### src/sorted_timer_callout_queue_top_macros.svh
// assertion macros for the sorted timer callout queue
// used by sorted_timer_callout_queue_top, no other dependencies
`ifndef SORTED_TIMER_CALLOUT_QUEUE_TOP_MACROS_SVH
`define SORTED_TIMER_CALLOUT_QUEUE_TOP_MACROS_SVH

// same-cycle implication, disabled during reset
`define STCQ_ASSERT_IMPL(label, clk, rst, ante, cons) \
   label: assert property (@(posedge clk) disable iff (rst) (ante) |-> (cons)) \
      else $error("stcq assertion failed");

// next-cycle implication, disabled during reset
`define STCQ_ASSERT_NEXT(label, clk, rst, ante, cons) \
   label: assert property (@(posedge clk) disable iff (rst) (ante) |=> (cons)) \
      else $error("stcq assertion failed");

`endif

### src/stcq_pkg.sv
// shared types and constants of the sorted timer callout queue
// no dependencies
package stcq_pkg;

   localparam int SLOTS_DEF = 16;
   localparam int SLOT_W    = 4;
   localparam int TIME_W    = 32;
   localparam int DATA_W    = 32;
   localparam int INC_W     = 16;

   typedef enum logic [1:0] {
      REQ_ADD  = 2'd0,
      REQ_DEL  = 2'd1,
      REQ_TICK = 2'd2,
      REQ_NONE = 2'd3
   } req_kind_type;

   typedef enum logic [1:0] {
      RSP_ADD     = 2'd0,
      RSP_DEL     = 2'd1,
      RSP_EXPIRED = 2'd2,
      RSP_DONE    = 2'd3
   } rsp_kind_type;

   typedef enum logic [1:0] {
      CELL_HOLD,
      CELL_REMOVE,
      CELL_POP,
      CELL_INSERT
   } cell_op_type;

   typedef enum logic [1:0] {
      ST_IDLE,
      ST_INSERT,
      ST_SCAN
   } state_type;

   typedef struct packed {
      logic              valid;
      logic [SLOT_W-1:0] slot;
      logic [TIME_W-1:0] expiry;
      logic [DATA_W-1:0] data;
   } entry_type;

   // broadcast to every cell of the chain
   typedef struct packed {
      cell_op_type       op;
      logic [SLOT_W-1:0] slot;
      logic [TIME_W-1:0] expiry;
      logic [DATA_W-1:0] data;
   } cell_cmd_type;

   typedef struct packed {
      rsp_kind_type      kind;
      logic              success;
      logic [SLOT_W-1:0] slot;
      logic [DATA_W-1:0] data;
      logic [TIME_W-1:0] time_now;
      logic              last;
   } rsp_payload_type;

endpackage

### src/stcq_req_if.sv
// request channel of the sorted timer callout queue
// field widths from stcq_pkg
interface stcq_req_if;
   import stcq_pkg::*;

   logic              valid;
   logic              ready;
   logic [1:0]        req_type;
   logic [SLOT_W-1:0] timer_slot;
   logic [TIME_W-1:0] expiry_time;
   logic [DATA_W-1:0] user_data;

   modport source (output valid, req_type, timer_slot, expiry_time, user_data,
                   input ready);
   modport sink (input valid, req_type, timer_slot, expiry_time, user_data,
                 output ready);
endinterface

### src/stcq_rsp_if.sv
// result channel of the sorted timer callout queue
// field widths from stcq_pkg
interface stcq_rsp_if;
   import stcq_pkg::*;

   logic              valid;
   logic              ready;
   logic [1:0]        result_kind;
   logic              success;
   logic [SLOT_W-1:0] fired_slot;
   logic [DATA_W-1:0] fired_data;
   logic [TIME_W-1:0] time_now;
   logic              last_result;

   modport source (output valid, result_kind, success, fired_slot, fired_data,
                   time_now, last_result, input ready);
   modport sink (input valid, result_kind, success, fired_slot, fired_data,
                 time_now, last_result, output ready);
endinterface

### src/stcq_cell.sv
// one queue position of the sorted timer chain
// depends on stcq_pkg
module stcq_cell (
   input  logic                 clock,
   input  logic                 reset,
   input  stcq_pkg::cell_cmd_type cmd,
   input  stcq_pkg::entry_type  left_entry,
   input  stcq_pkg::entry_type  right_entry,
   input  logic                 left_later,
   input  logic                 hit_prev,
   output stcq_pkg::entry_type  entry,
   output logic                 later,
   output logic                 hit,
   output logic                 match
);
   import stcq_pkg::*;

   entry_type entry_ff;
   entry_type entry_in;

   assign match = entry_ff.valid && (entry_ff.slot == cmd.slot);
   // empty positions count as later than any new expiry
   assign later = !entry_ff.valid || (entry_ff.expiry > cmd.expiry);
   assign hit   = hit_prev || (cmd.op == CELL_POP) ||
                  ((cmd.op == CELL_REMOVE) && match);
   assign entry = entry_ff;

   always_comb begin
      entry_in = entry_ff;
      case (cmd.op)
         CELL_REMOVE, CELL_POP: begin
            if (hit) begin
               entry_in = right_entry;
            end
         end
         CELL_INSERT: begin
            if (left_later) begin
               entry_in = left_entry;
            end else if (later) begin
               entry_in.valid  = 1'b1;
               entry_in.slot   = cmd.slot;
               entry_in.expiry = cmd.expiry;
               entry_in.data   = cmd.data;
            end
         end
         default: begin
            entry_in = entry_ff;
         end
      endcase
   end

   always_ff @(posedge clock) begin
      if (reset) begin
         entry_ff.valid <= 1'b0;
      end else begin
         entry_ff <= entry_in;
      end
   end
endmodule

### src/stcq_chain.sv
// row of queue cells, earliest expiry at position zero
// depends on stcq_pkg and stcq_cell
module stcq_chain #(
   parameter int SLOTS = stcq_pkg::SLOTS_DEF
) (
   input  logic                   clock,
   input  logic                   reset,
   input  stcq_pkg::cell_cmd_type cmd,
   output stcq_pkg::entry_type    head,
   output logic                   found
);
   import stcq_pkg::*;

   entry_type          entries [SLOTS];
   entry_type          left_arr [SLOTS];
   entry_type          right_arr [SLOTS];
   logic [SLOTS-1:0]   later;
   logic [SLOTS-1:0]   hit;
   logic [SLOTS-1:0]   match;
   logic [SLOTS-1:0]   left_later;
   logic [SLOTS-1:0]   hit_prev;

   // neighbor wiring, chain ends see an empty entry
   always_comb begin
      for (int i = 0; i < SLOTS; i++) begin
         left_arr[i]   = (i == 0) ? entry_type'('0) : entries[(i == 0) ? 0 : i - 1];
         right_arr[i]  = (i == SLOTS - 1) ? entry_type'('0)
                                          : entries[(i == SLOTS - 1) ? i : i + 1];
         left_later[i] = (i == 0) ? 1'b0 : later[(i == 0) ? 0 : i - 1];
         hit_prev[i]   = (i == 0) ? 1'b0 : hit[(i == 0) ? 0 : i - 1];
      end
   end

   for (genvar g = 0; g < SLOTS; g++) begin : gen_cell
      stcq_cell u_cell (
         .clock       (clock),
         .reset       (reset),
         .cmd         (cmd),
         .left_entry  (left_arr[g]),
         .right_entry (right_arr[g]),
         .left_later  (left_later[g]),
         .hit_prev    (hit_prev[g]),
         .entry       (entries[g]),
         .later       (later[g]),
         .hit         (hit[g]),
         .match       (match[g])
      );
   end

   assign head  = entries[0];
   assign found = |match;
endmodule

### src/sorted_timer_callout_queue_top.sv
// top level of the sorted timer callout queue
// depends on stcq_pkg, stcq_req_if, stcq_rsp_if, stcq_chain and the macros header
//
// usage
//  - req_chan carries one transaction per request: add, delete or tick
//  - rsp_chan returns the results; last_result marks the final one of a request
//  - csr_wr_en/csr_wr_data write the tick increment; users write only while the block is idle (unchecked)
// sequencing
//  - add: answer registered at acceptance; the request channel reopens after the insert step
//    (the accept step takes the slot out of the chain, the insert step inserts it sorted)
//  - delete: answer registered at acceptance; a new request waits for a free result register
//  - tick: advance time, then one result per fired timer plus a tick-done result,
//    with up to SLOTS fired timers; the scan pops the chain head
// reset
//  - synchronous, clears the chain, time to zero, increment to one, no result pending
// stalls
//  - the result register holds while rsp ready is low; the scan and new requests wait
`include "sorted_timer_callout_queue_top_macros.svh"

module sorted_timer_callout_queue_top #(
   parameter int SLOTS = stcq_pkg::SLOTS_DEF
) (
   input  logic                       clock,
   input  logic                       reset,
   stcq_req_if.sink                   req_chan,
   stcq_rsp_if.source                 rsp_chan,
   input  logic                       csr_wr_en,
   input  logic [stcq_pkg::INC_W-1:0] csr_wr_data
);
   import stcq_pkg::*;

   // control and running state
   state_type         state_ff, state_in;
   logic [TIME_W-1:0] time_ff, time_in;
   logic [INC_W-1:0]  inc_ff;

   // pending insert of an add
   logic [SLOT_W-1:0] ins_slot_ff, ins_slot_in;
   logic [TIME_W-1:0] ins_exp_ff, ins_exp_in;
   logic [DATA_W-1:0] ins_data_ff, ins_data_in;

   // result register
   logic              rsp_valid_ff, rsp_valid_in;
   rsp_payload_type   rsp_ff, rsp_in;
   logic              rsp_load;

   cell_cmd_type      cmd;
   entry_type         head;
   logic              found;

   logic              out_free;
   logic              accept;
   logic              slot_ok;
   logic              add_ok;
   logic              head_due;
   logic [TIME_W:0]   time_sum;
   logic [TIME_W-1:0] tick_time;
   req_kind_type      req_kind;

   stcq_chain #(
      .SLOTS (SLOTS)
   ) u_chain (
      .clock (clock),
      .reset (reset),
      .cmd   (cmd),
      .head  (head),
      .found (found)
   );

   // result register is free when empty or being drained this cycle
   assign out_free       = !rsp_valid_ff || rsp_chan.ready;
   assign req_chan.ready = (state_ff == ST_IDLE) && out_free;
   assign accept         = req_chan.valid && req_chan.ready;
   assign req_kind       = req_kind_type'(req_chan.req_type);

   assign slot_ok = (32'(req_chan.timer_slot) < SLOTS);
   assign add_ok  = slot_ok && (req_chan.expiry_time >= time_ff);

   // saturating time advance
   assign time_sum  = {1'b0, time_ff} + (TIME_W + 1)'(inc_ff);
   assign tick_time = time_sum[TIME_W] ? {TIME_W{1'b1}} : time_sum[TIME_W-1:0];

   assign head_due = head.valid && (head.expiry <= time_ff);

   always_comb begin
      state_in    = state_ff;
      time_in     = time_ff;
      ins_slot_in = ins_slot_ff;
      ins_exp_in  = ins_exp_ff;
      ins_data_in = ins_data_ff;
      rsp_load    = 1'b0;
      rsp_in      = rsp_ff;
      cmd.op      = CELL_HOLD;
      cmd.slot    = req_chan.timer_slot;
      cmd.expiry  = req_chan.expiry_time;
      cmd.data    = req_chan.user_data;

      case (state_ff)
         ST_IDLE: begin
            if (accept) begin
               case (req_kind)
                  REQ_ADD: begin
                     rsp_load        = 1'b1;
                     rsp_in.kind     = RSP_ADD;
                     rsp_in.success  = add_ok;
                     rsp_in.slot     = req_chan.timer_slot;
                     rsp_in.data     = '0;
                     rsp_in.time_now = time_ff;
                     rsp_in.last     = 1'b1;
                     if (add_ok) begin
                        // drop any old copy first, insert next cycle
                        cmd.op      = CELL_REMOVE;
                        ins_slot_in = req_chan.timer_slot;
                        ins_exp_in  = req_chan.expiry_time;
                        ins_data_in = req_chan.user_data;
                        state_in    = ST_INSERT;
                     end
                  end
                  REQ_DEL: begin
                     if (slot_ok) begin
                        cmd.op = CELL_REMOVE;
                     end
                     rsp_load        = 1'b1;
                     rsp_in.kind     = RSP_DEL;
                     rsp_in.success  = slot_ok && found;
                     rsp_in.slot     = req_chan.timer_slot;
                     rsp_in.data     = '0;
                     rsp_in.time_now = time_ff;
                     rsp_in.last     = 1'b1;
                  end
                  REQ_TICK: begin
                     time_in  = tick_time;
                     state_in = ST_SCAN;
                  end
                  default: begin
                     // unknown request, no result and no state change
                     state_in = ST_IDLE;
                  end
               endcase
            end
         end
         ST_INSERT: begin
            cmd.op     = CELL_INSERT;
            cmd.slot   = ins_slot_ff;
            cmd.expiry = ins_exp_ff;
            cmd.data   = ins_data_ff;
            state_in   = ST_IDLE;
         end
         ST_SCAN: begin
            if (out_free) begin
               rsp_load        = 1'b1;
               rsp_in.time_now = time_ff;
               if (head_due) begin
                  // fire the earliest timer and shift the chain up
                  cmd.op         = CELL_POP;
                  rsp_in.kind    = RSP_EXPIRED;
                  rsp_in.success = 1'b1;
                  rsp_in.slot    = head.slot;
                  rsp_in.data    = head.data;
                  rsp_in.last    = 1'b0;
               end else begin
                  rsp_in.kind    = RSP_DONE;
                  rsp_in.success = 1'b0;
                  rsp_in.slot    = '0;
                  rsp_in.data    = '0;
                  rsp_in.last    = 1'b1;
                  state_in       = ST_IDLE;
               end
            end
         end
         default: begin
            state_in = ST_IDLE;
         end
      endcase

      rsp_valid_in = rsp_load || (rsp_valid_ff && !rsp_chan.ready);
   end

   always_ff @(posedge clock) begin
      if (reset) begin
         state_ff     <= ST_IDLE;
         time_ff      <= '0;
         inc_ff       <= INC_W'(1);
         rsp_valid_ff <= 1'b0;
      end else begin
         state_ff     <= state_in;
         time_ff      <= time_in;
         rsp_valid_ff <= rsp_valid_in;
         if (csr_wr_en) begin
            inc_ff <= csr_wr_data;
         end
      end
   end

   // payload registers
   always_ff @(posedge clock) begin
      ins_slot_ff <= ins_slot_in;
      ins_exp_ff  <= ins_exp_in;
      ins_data_ff <= ins_data_in;
      if (rsp_load) begin
         rsp_ff <= rsp_in;
      end
   end

   assign rsp_chan.valid       = rsp_valid_ff;
   assign rsp_chan.result_kind = rsp_ff.kind;
   assign rsp_chan.success     = rsp_ff.success;
   assign rsp_chan.fired_slot  = rsp_ff.slot;
   assign rsp_chan.fired_data  = rsp_ff.data;
   assign rsp_chan.time_now    = rsp_ff.time_now;
   assign rsp_chan.last_result = rsp_ff.last;

   // an accepted add or delete is answered next cycle, a tick starts its scan
   `STCQ_ASSERT_NEXT(a_req_answered, clock, reset,
      accept && (req_kind != REQ_NONE), rsp_valid_ff || (state_ff == ST_SCAN))

   // the insert step of an add is always followed by idle in the next cycle
   `STCQ_ASSERT_NEXT(a_insert_one_cycle, clock, reset,
      state_ff == ST_INSERT, state_ff == ST_IDLE)

   // only expired-timer results leave a request open
   `STCQ_ASSERT_IMPL(a_open_only_expired, clock, reset,
      rsp_valid_ff && !rsp_ff.last, rsp_ff.kind == RSP_EXPIRED)

   // a pending result never changes while the receiver stalls
   `STCQ_ASSERT_NEXT(a_rsp_held, clock, reset,
      rsp_valid_ff && !rsp_chan.ready, rsp_valid_ff && $stable(rsp_ff))
endmodule
### src/flat_wrapper.sv
// flat-port wrapper written by rule: the top's interface ports become plain ports
module sorted_timer_callout_queue_top_flat import stcq_pkg::*;
#(
   parameter int SLOTS = stcq_pkg::SLOTS_DEF
)
  (clock, reset, csr_wr_en, csr_wr_data, req_chan_valid, req_chan_req_type, req_chan_timer_slot, req_chan_expiry_time, req_chan_user_data, req_chan_ready, rsp_chan_valid, rsp_chan_result_kind, rsp_chan_success, rsp_chan_fired_slot, rsp_chan_fired_data, rsp_chan_time_now, rsp_chan_last_result, rsp_chan_ready);
  stcq_req_if req_chan_i ();
  stcq_rsp_if rsp_chan_i ();
  input  logic clock;
  input  logic reset;
  input  logic csr_wr_en;
  input  logic [stcq_pkg::INC_W-1:0] csr_wr_data;
  input wire logic [$bits(req_chan_i.valid)-1:0] req_chan_valid;
  input wire logic [$bits(req_chan_i.req_type)-1:0] req_chan_req_type;
  input wire logic [$bits(req_chan_i.timer_slot)-1:0] req_chan_timer_slot;
  input wire logic [$bits(req_chan_i.expiry_time)-1:0] req_chan_expiry_time;
  input wire logic [$bits(req_chan_i.user_data)-1:0] req_chan_user_data;
  output wire logic [$bits(req_chan_i.ready)-1:0] req_chan_ready;
  output wire logic [$bits(rsp_chan_i.valid)-1:0] rsp_chan_valid;
  output wire logic [$bits(rsp_chan_i.result_kind)-1:0] rsp_chan_result_kind;
  output wire logic [$bits(rsp_chan_i.success)-1:0] rsp_chan_success;
  output wire logic [$bits(rsp_chan_i.fired_slot)-1:0] rsp_chan_fired_slot;
  output wire logic [$bits(rsp_chan_i.fired_data)-1:0] rsp_chan_fired_data;
  output wire logic [$bits(rsp_chan_i.time_now)-1:0] rsp_chan_time_now;
  output wire logic [$bits(rsp_chan_i.last_result)-1:0] rsp_chan_last_result;
  input wire logic [$bits(rsp_chan_i.ready)-1:0] rsp_chan_ready;
  assign req_chan_i.valid = req_chan_valid;
  assign req_chan_i.req_type = req_chan_req_type;
  assign req_chan_i.timer_slot = req_chan_timer_slot;
  assign req_chan_i.expiry_time = req_chan_expiry_time;
  assign req_chan_i.user_data = req_chan_user_data;
  assign req_chan_ready = req_chan_i.ready;
  assign rsp_chan_valid = rsp_chan_i.valid;
  assign rsp_chan_result_kind = rsp_chan_i.result_kind;
  assign rsp_chan_success = rsp_chan_i.success;
  assign rsp_chan_fired_slot = rsp_chan_i.fired_slot;
  assign rsp_chan_fired_data = rsp_chan_i.fired_data;
  assign rsp_chan_time_now = rsp_chan_i.time_now;
  assign rsp_chan_last_result = rsp_chan_i.last_result;
  assign rsp_chan_i.ready = rsp_chan_ready;
  sorted_timer_callout_queue_top #(.SLOTS(SLOTS)) u_core (.clock(clock), .reset(reset), .req_chan(req_chan_i), .rsp_chan(rsp_chan_i), .csr_wr_en(csr_wr_en), .csr_wr_data(csr_wr_data));
endmodule
### config.mk
export PLATFORM = sky130hd
export DESIGN_NAME = sorted_timer_callout_queue_top_flat
export DESIGN_NICKNAME = d
export VERILOG_FILES = /design/src/stcq_pkg.sv /design/src/stcq_req_if.sv /design/src/stcq_rsp_if.sv /design/src/stcq_cell.sv /design/src/stcq_chain.sv /design/src/sorted_timer_callout_queue_top.sv /design/src/flat_wrapper.sv
export VERILOG_INCLUDE_DIRS = /design/src /design/src/src
export SDC_FILE = /design/constraint.sdc
export NUM_CORES = 2
export LEC_CHECK = 0
export BUFFER_PORTS_ARGS = -buffer_cell sky130_fd_sc_hd__buf_2
export CORE_MARGIN = 2
export CORE_UTILIZATION = 45
export DETAILED_ROUTE_END_ITERATION = 10
export PLACE_DENSITY_LB_ADDON = 0.15
export SLEW_MARGIN = 20
export SYNTH_ARGS = -nofsm -noshare
export SYNTH_HDL_FRONTEND = slang
export SYNTH_SLANG_ARGS = --single-unit
### constraint.sdc
create_clock -name clock -period 46.8 [get_ports clock]
set_clock_uncertainty 0.15 [all_clocks]
set_input_delay 7.02 -clock clock [delete_from_list [all_inputs] [get_ports clock]]
set_output_delay 7.02 -clock clock [all_outputs]
set_load 0.01 [all_outputs]
# After elaboration in Yosys (flattened, before gate mapping)
# Cells that the tools add are included.
# totals
inputBits,91
elab_cells,391
reg_bits,1295
# classes
addsub,1
n_mux,87
bitwise,1
eq_ne,61
magnitude_cmp,18
n_reduce_logical,146
# ops
cell,n
$mux 69,47
$pmux 69 s2,16
$gt 32x32->1,16
$pmux 72 s2,2
$mux 72,2
$mux 68,1
$reduce_and 4->1,17
$eq 4x4->1,16
$reduce_and 3->1,17
$logic_or 1x1->1,49
$ne 3x1->1 const B,15
$mux 38,1
$ne 2x1->1 const B,19
$logic_and 1x1->1,36
$add 32x16->33,1
$ge 32x32->1,1
$le 32x32->1,1
$mux 32,1
$logic_not 1->1,18
$reduce_or 16->1,1
$mux 2,7
$pmux 2 s3,2
$reduce_and 5->1,2
$eq 2x2->1 const B,4
other kinds (11),22

# Logic depth before layout (Yosys ltp)
# logic_depth
depth_word,41
mapped_depth,21

# By module
# A second synthesis with hierarchy kept.
# unflattened
cells_unflattened,7821
hier_area_um2,80842.5
# modules_own_cells
mod,cells_each,area_per_inst_um2,n_inst
stcq_cell at u_core.u_chain.gen_cell[0].u_cell ...,441,4446.8,12
stcq_cell at u_core.u_chain.gen_cell[7].u_cell ...,439,4469.3,3
sorted_timer_callout_queue_top,768,9582.9,1
stcq_cell at u_core.u_chain.gen_cell[11].u_cell,438,4455.5,1
stcq_chain,6,35.0,1

# Least setup slack after synthesis
# No wires, ideal clock.
# synth_timing
path_kind,input port to flip-flop
startpoint,input port req_chan_expiry_time[17]
endpoint,"register u_core.u_chain.gen_cell[3].u_cell.entry_ff, in the netlist u_core.u_chain.gen_cell[3].u_cell.entry[0], enable pin"
t_required_ns,45.792
arrival_time_ns,20.408
cell_stages,17
slack_ns,25.384
path_cell_list,ha_1 a21o_1 a21o_1 a211oi_1 o21ai_0 o211ai_1 o211ai_1 a221oi_1 nor2b_1 o21ai_0 ha_1 or2_2 clkbuf_1 a21oi_1 o21ai_1 a21oi_1 a2111oi_0
# synth_via
elab_chain_len,16
elab_cells_between_ends,29
classes_between,3 x order compare; 5 x eq/ne; 5 x mux; 16 x reduce/logical
# synth_rtl
element,line_no,source
from (decl),flat_wrapper.sv:16,input wire logic [$bits(req_chan_i.expiry_time)-1:0] req_chan_expiry_time;
$ge 32x32->1,sorted_timer_callout_queue_top.sv:77,assign add_ok = slot_ok && (req_chan.expiry_time >= time_ff);
$mux 1,sorted_timer_callout_queue_top.sv:110,if (add_ok) begin
$pmux 2 s2,sorted_timer_callout_queue_top.sv:101,case (req_kind)
$mux 2,sorted_timer_callout_queue_top.sv:100,if (accept) begin
$pmux 2 s3,sorted_timer_callout_queue_top.sv:98,case (state_ff)
$eq 2x1->1,"stcq_cell.sv:25, stcq_cell.sv:30",
$logic_and 1x1->1,stcq_cell.sv:25,((cmd.op == CELL_REMOVE) && match);
$logic_or 1x1->1 (7 in a row),stcq_cell.sv:24,assign hit = hit_prev || (cmd.op == CELL_POP) ||
$ne 2x1->1 (no line),--,
$reduce_and 4->1 (no line) (*),--,
to (signal assigned),stcq_cell.sv:56,entry_ff <= entry_in;
to (decl),stcq_cell.sv:18,entry_type entry_ff;
# Mark *: on every way between the ends. The rest lies on a longest branch, timed or not.
# A chain may end at the register's enable or synchronous reset.

# Final worst setup path
# layout_timing
startpoint,input port rsp_chan_ready
endpoint,output port req_chan_ready
# layout_via
elab_chain_len,2
# layout_rtl
element,line_no,source
from (decl),flat_wrapper.sv:26,input wire logic [$bits(rsp_chan_i.ready)-1:0] rsp_chan_ready;
$logic_or 1x1->1,sorted_timer_callout_queue_top.sv:71,assign out_free = !rsp_valid_ff || rsp_chan.ready;
$logic_and 1x1->1,sorted_timer_callout_queue_top.sv:72,assign req_chan.ready = (state_ff == ST_IDLE) && out_free;
to (decl),flat_wrapper.sv:18,output wire logic [$bits(req_chan_i.ready)-1:0] req_chan_ready;
# Every way passes these cells.

==> flow_metrics.py <==
metrics = {
    "status": {
        "outcome": "finished, final reports clean",
    },
    "detailed_routing": {
        "drc_errors": 0,
        "vias": 64083,
        "drt-pass1-iter-count": 6,
        "wl_per_cell_um": 27.2,
        "via_per_inst": 6.28,
        "routed_wl_um": 277000,
        "ant_nets": 0,
        "drt-initial-drc-count": 6962,
    },
    "critical_path": {
        "r2r.worst_path.cells": 16,
        "r2r_slack_ns": 38.32,
        "required_ns": 39.63,
        "worstPathCellList": "buf_2, nor2b_1, or3_1, inv_1, buf_2",
        "r2r_end": "u_core.u_chain.gen_cell[3].u_cell.entry[41]$_DFFE_PP_",
        "critical_path_arrival_ns": 7.81,
        "path_class": "primary input to output port",
        "slowest_delay_ns": 0.27,
        "cp_common_cell": "buf_2",
        "startpoint_type": "primary input",
        "critPathMaxFanout": 4,
        "cpMaxStageDelayCell": "nor2b_1",
        "critPathCaptureType": "output port",
        "r2r_start": "u_core.state_ff[1]$_SDFFE_PP0P_",
    },
    "clocking": {
        "clk_path_buf_depth": 3,
        "cts_resized": 0,
        "cts.clk_slew.worst_paths_ns": 0.06,
        "cts_hold_buffers": 0,
        "cts-root-buf": "clkbuf_16",
        "tritoncts": "built",
        "numClockSinks": 1295,
        "numCtsBuffers": 154,
        "h-tree-depth": 4,
        "clock_latency_ns": 0.84,
        "post_cts_buffers": 0,
    },
    "yosys": {
        "async_flop_share_pct": 0,
        "synthMuxAreaShare_pct": 9.01,
        "yosysWarningCount": 0,
        "synthXorXnorAreaFrac_pct": 0.887,
        "synth-main-ff-cell": "edfxtp_1",
        "synth.area.top_cells": "edfxtp_1 47%, ha_1 9.4%, mux2i_1 8.9%, nand2_1 6.2%, o21ai_0 4.8%",
        "synth_compound_area_share_pct": 13.7,
        "synth_fp_nets": 8595,
        "ys_seq_area_share_pct": 48.4,
        "synth_area_leader_cell": "edfxtp_1",
        "synth_top_family_by_area": "simple AND/OR/NAND/NOR gates",
        "synth_adder_area_share_pct": 9.45,
        "ys_seq_elements": 1295,
        "syn_inst": 7908,
        "ys_types": 85,
        "synth_edf_count": 1228,
        "synth_top_area_share_pct": 46.7,
        "syn_area_um2": 79000,
        "syn_area_per_cell_um2": 9.99,
        "synthSimpleGateAreaFrac_pct": 15.0,
    },
    "final_layout": {
        "syn2layout_area_growth_pct": 10.1,
        "nFillCells": 16045,
        "nets": 8445,
        "ff_latch_area_um2": 38200,
        "multi_input_area_um2": 38400,
        "drive_above_1_share_pct": 7.96,
    },
    "worst_hold_path": {
        "whs_endpoint": "u_core.rsp_chan.time_now[0]$_DFFE_PP_",
        "min_path_type": "flop to flop",
        "hp-start": "u_core.time_ff[0]$_SDFFE_PP0P_",
        "hold_depth": 0,
    },
    "placed_design": {
        "hpwlAfterDp_um": 188000,
        "gp_congestion": 0.942,
        "port_buffers": 164,
    },
    "power_and_ir_drop": {
        "vdd_drop_max_uv": 28.8,
        "p_total_mw": 2.99,
        "p_leak_nw": 32.5,
        "power_density_nw_per_um2": 34.4,
    },
    "floorplan": {
        "die-area_um2": 179000,
        "pin_count": 165,
        "die_h_um": 423,
        "fp.coreArea_um2": 174000,
        "rows": 153,
        "start_util_pct": 45.3,
        "die_x_um": 423,
    },
    "global_route": {
        "antenna_found_initial": 3,
        "grt_pass1_vias": 62121,
        "grt_use_total_pct": 30.1,
        "grt_pass1_wl_um": 409000,
        "grt_max_degree": 135,
        "grt_overflow": 0,
    },
    "sta": {
        "rsz0062_at_grt": "no",
        "slew_headroom_pct": 18.7,
        "max_freq_ghz": 0.0668,
        "post-route-min-period_ns": 14.98,
        "finalHoldViolCount": 0,
        "period_share_pct": 32.0,
        "tightest_slew_ns": 1.22,
        "finalMaxSlewViolations": 0,
        "setup_tns_ns": 0,
        "finalSetupViolCount": 0,
    },
    "job": {
        "maxCapViolations": 0,
    },
}
[cells in the mapped netlist (131+ instances only)]
library cell and n:
nand2_1 1294, edfxtp_1 1228, o21ai_0 754, mux2i_1 704, ha_1 595, nor2_1 516
clkbuf_1 500, a21oi_1 360, nor3_1 346, nand3_1 189, a31oi_1 151, a211oi_1 131
[report_power, final]
part           leakage (nW)  switching, mW  internal (mW)  total [mW]
clock network          2.42          0.531          0.687        1.22
logic                  18.2          0.260          0.125       0.384
registers              11.8         0.0494           1.34        1.39
[kinds of logic (layout without fill, tap and decap cells)]
family,after synthesis,after routing
fa+ha+maj,596,596
compound gates,1807,1807
other cells,0,1
mux,708,708
xor+xnor,80,80
simple gates,2703,2703
buf+inv,719,696
flops,1295,1295
[critical path: cells and delay by family]
family                 cells  cell delay, ns
buffers and inverters      3            0.29
AND/OR/NAND/NOR            2            0.49
[flip-flops by register name, summed over array words and instances, names as in the netlist, 4 cells and up]
name,count
u_core.time_ff,32
u_core.u_chain.gen_cell.u_cell.entry,1104
u_core.ins_exp_ff,32
u_core.rsp_chan.fired_slot,4
u_core.ins_slot_ff,4
u_core.rsp_chan.fired_data,32
u_core.ins_data_ff,32
u_core.inc_ff,16
u_core.rsp_chan.time_now,32
[worst max path at each step]
| stage | endpoint | slack [ns] | cells after the start | from |
|---|---|---|---|---|
| after floorplan | u_core.u_chain.gen_cell[3].u_cell.entry[0]$_DFFE_PP_ | 25.38 | 17 | req_chan_expiry_time[17] |
| after global placement | req_chan_ready | 31.84 | 5 | rsp_chan_ready |
| after detailed placement | req_chan_ready | 31.83 | 5 | rsp_chan_ready |
| after CTS | req_chan_ready | 31.82 | 5 | rsp_chan_ready |
| after global routing | req_chan_ready | 31.76 | 5 | rsp_chan_ready |
| final | req_chan_ready | 31.82 | 5 | rsp_chan_ready |
[metrics by stage]
step / hold slack, ns / util, % / std cells / worst slack, ns / area [um2]
6_report: 0.315 / 49.9 / 10211 / 31.82 / 87000
5_1_grt: 0.330 / 49.9 / 10210 / 31.76 / 87000
4_1_cts: 0.316 / 49.9 / 10208 / 31.82 / 86900
3_5_place_dp: 0.302 / 47.0 / 9925 / 31.83 / 81900
3_3_place_gp: 0.296 / 47.0 / 9924 / 31.84 / 81900
2_1_floorplan: 0.280 / - / 7908 / 25.38 / 79000
[layout by cell type, fill, tap and decap left out, types with 54 or more instances in the layout]
cell	synthesis	routed
nor2_1	516	509
a31oi_1	151	149
nand2b_1	55	54
nor3_1	346	342
edfxtp_1	1228	1228
ha_1	595	595
nand4_1	109	109
o211ai_1	90	90
clkbuf_16	0	157
o21ai_0	754	750
dfxtp_1	67	65
buf_4	8	158
mux2i_1	704	704
nor2b_1	57	56
a211oi_1	131	129
a21oi_1	360	357
nand2_1	1294	1289
inv_1	83	83
nand3_1	189	187
buf_2	40	165
a21o_1	78	77
[layout make-up]
cell class | instances | area share (%)
Antenna cell | 1 | 0.00288
Clock inverter | 74 | 0.947
Clock buffer | 209 | 4.80
Timing Repair Buffer | 328 | 2.44
Multi-Input combinational cell | 5894 | 44.1
Inverter | 85 | 0.370
Tap cell | 2325 | 3.34
Sequential cell | 1295 | 43.9
[layer usage]
layer  wire length, um  part of all wire (%)  track usage [%]
met4             16800                   6.1             16.3
met2            123000                    44             46.6
met1            119000                    43             40.9
met3             18800                   6.8             4.19
met5                27                0.0097                0
(Power assumes the default switching activity.)
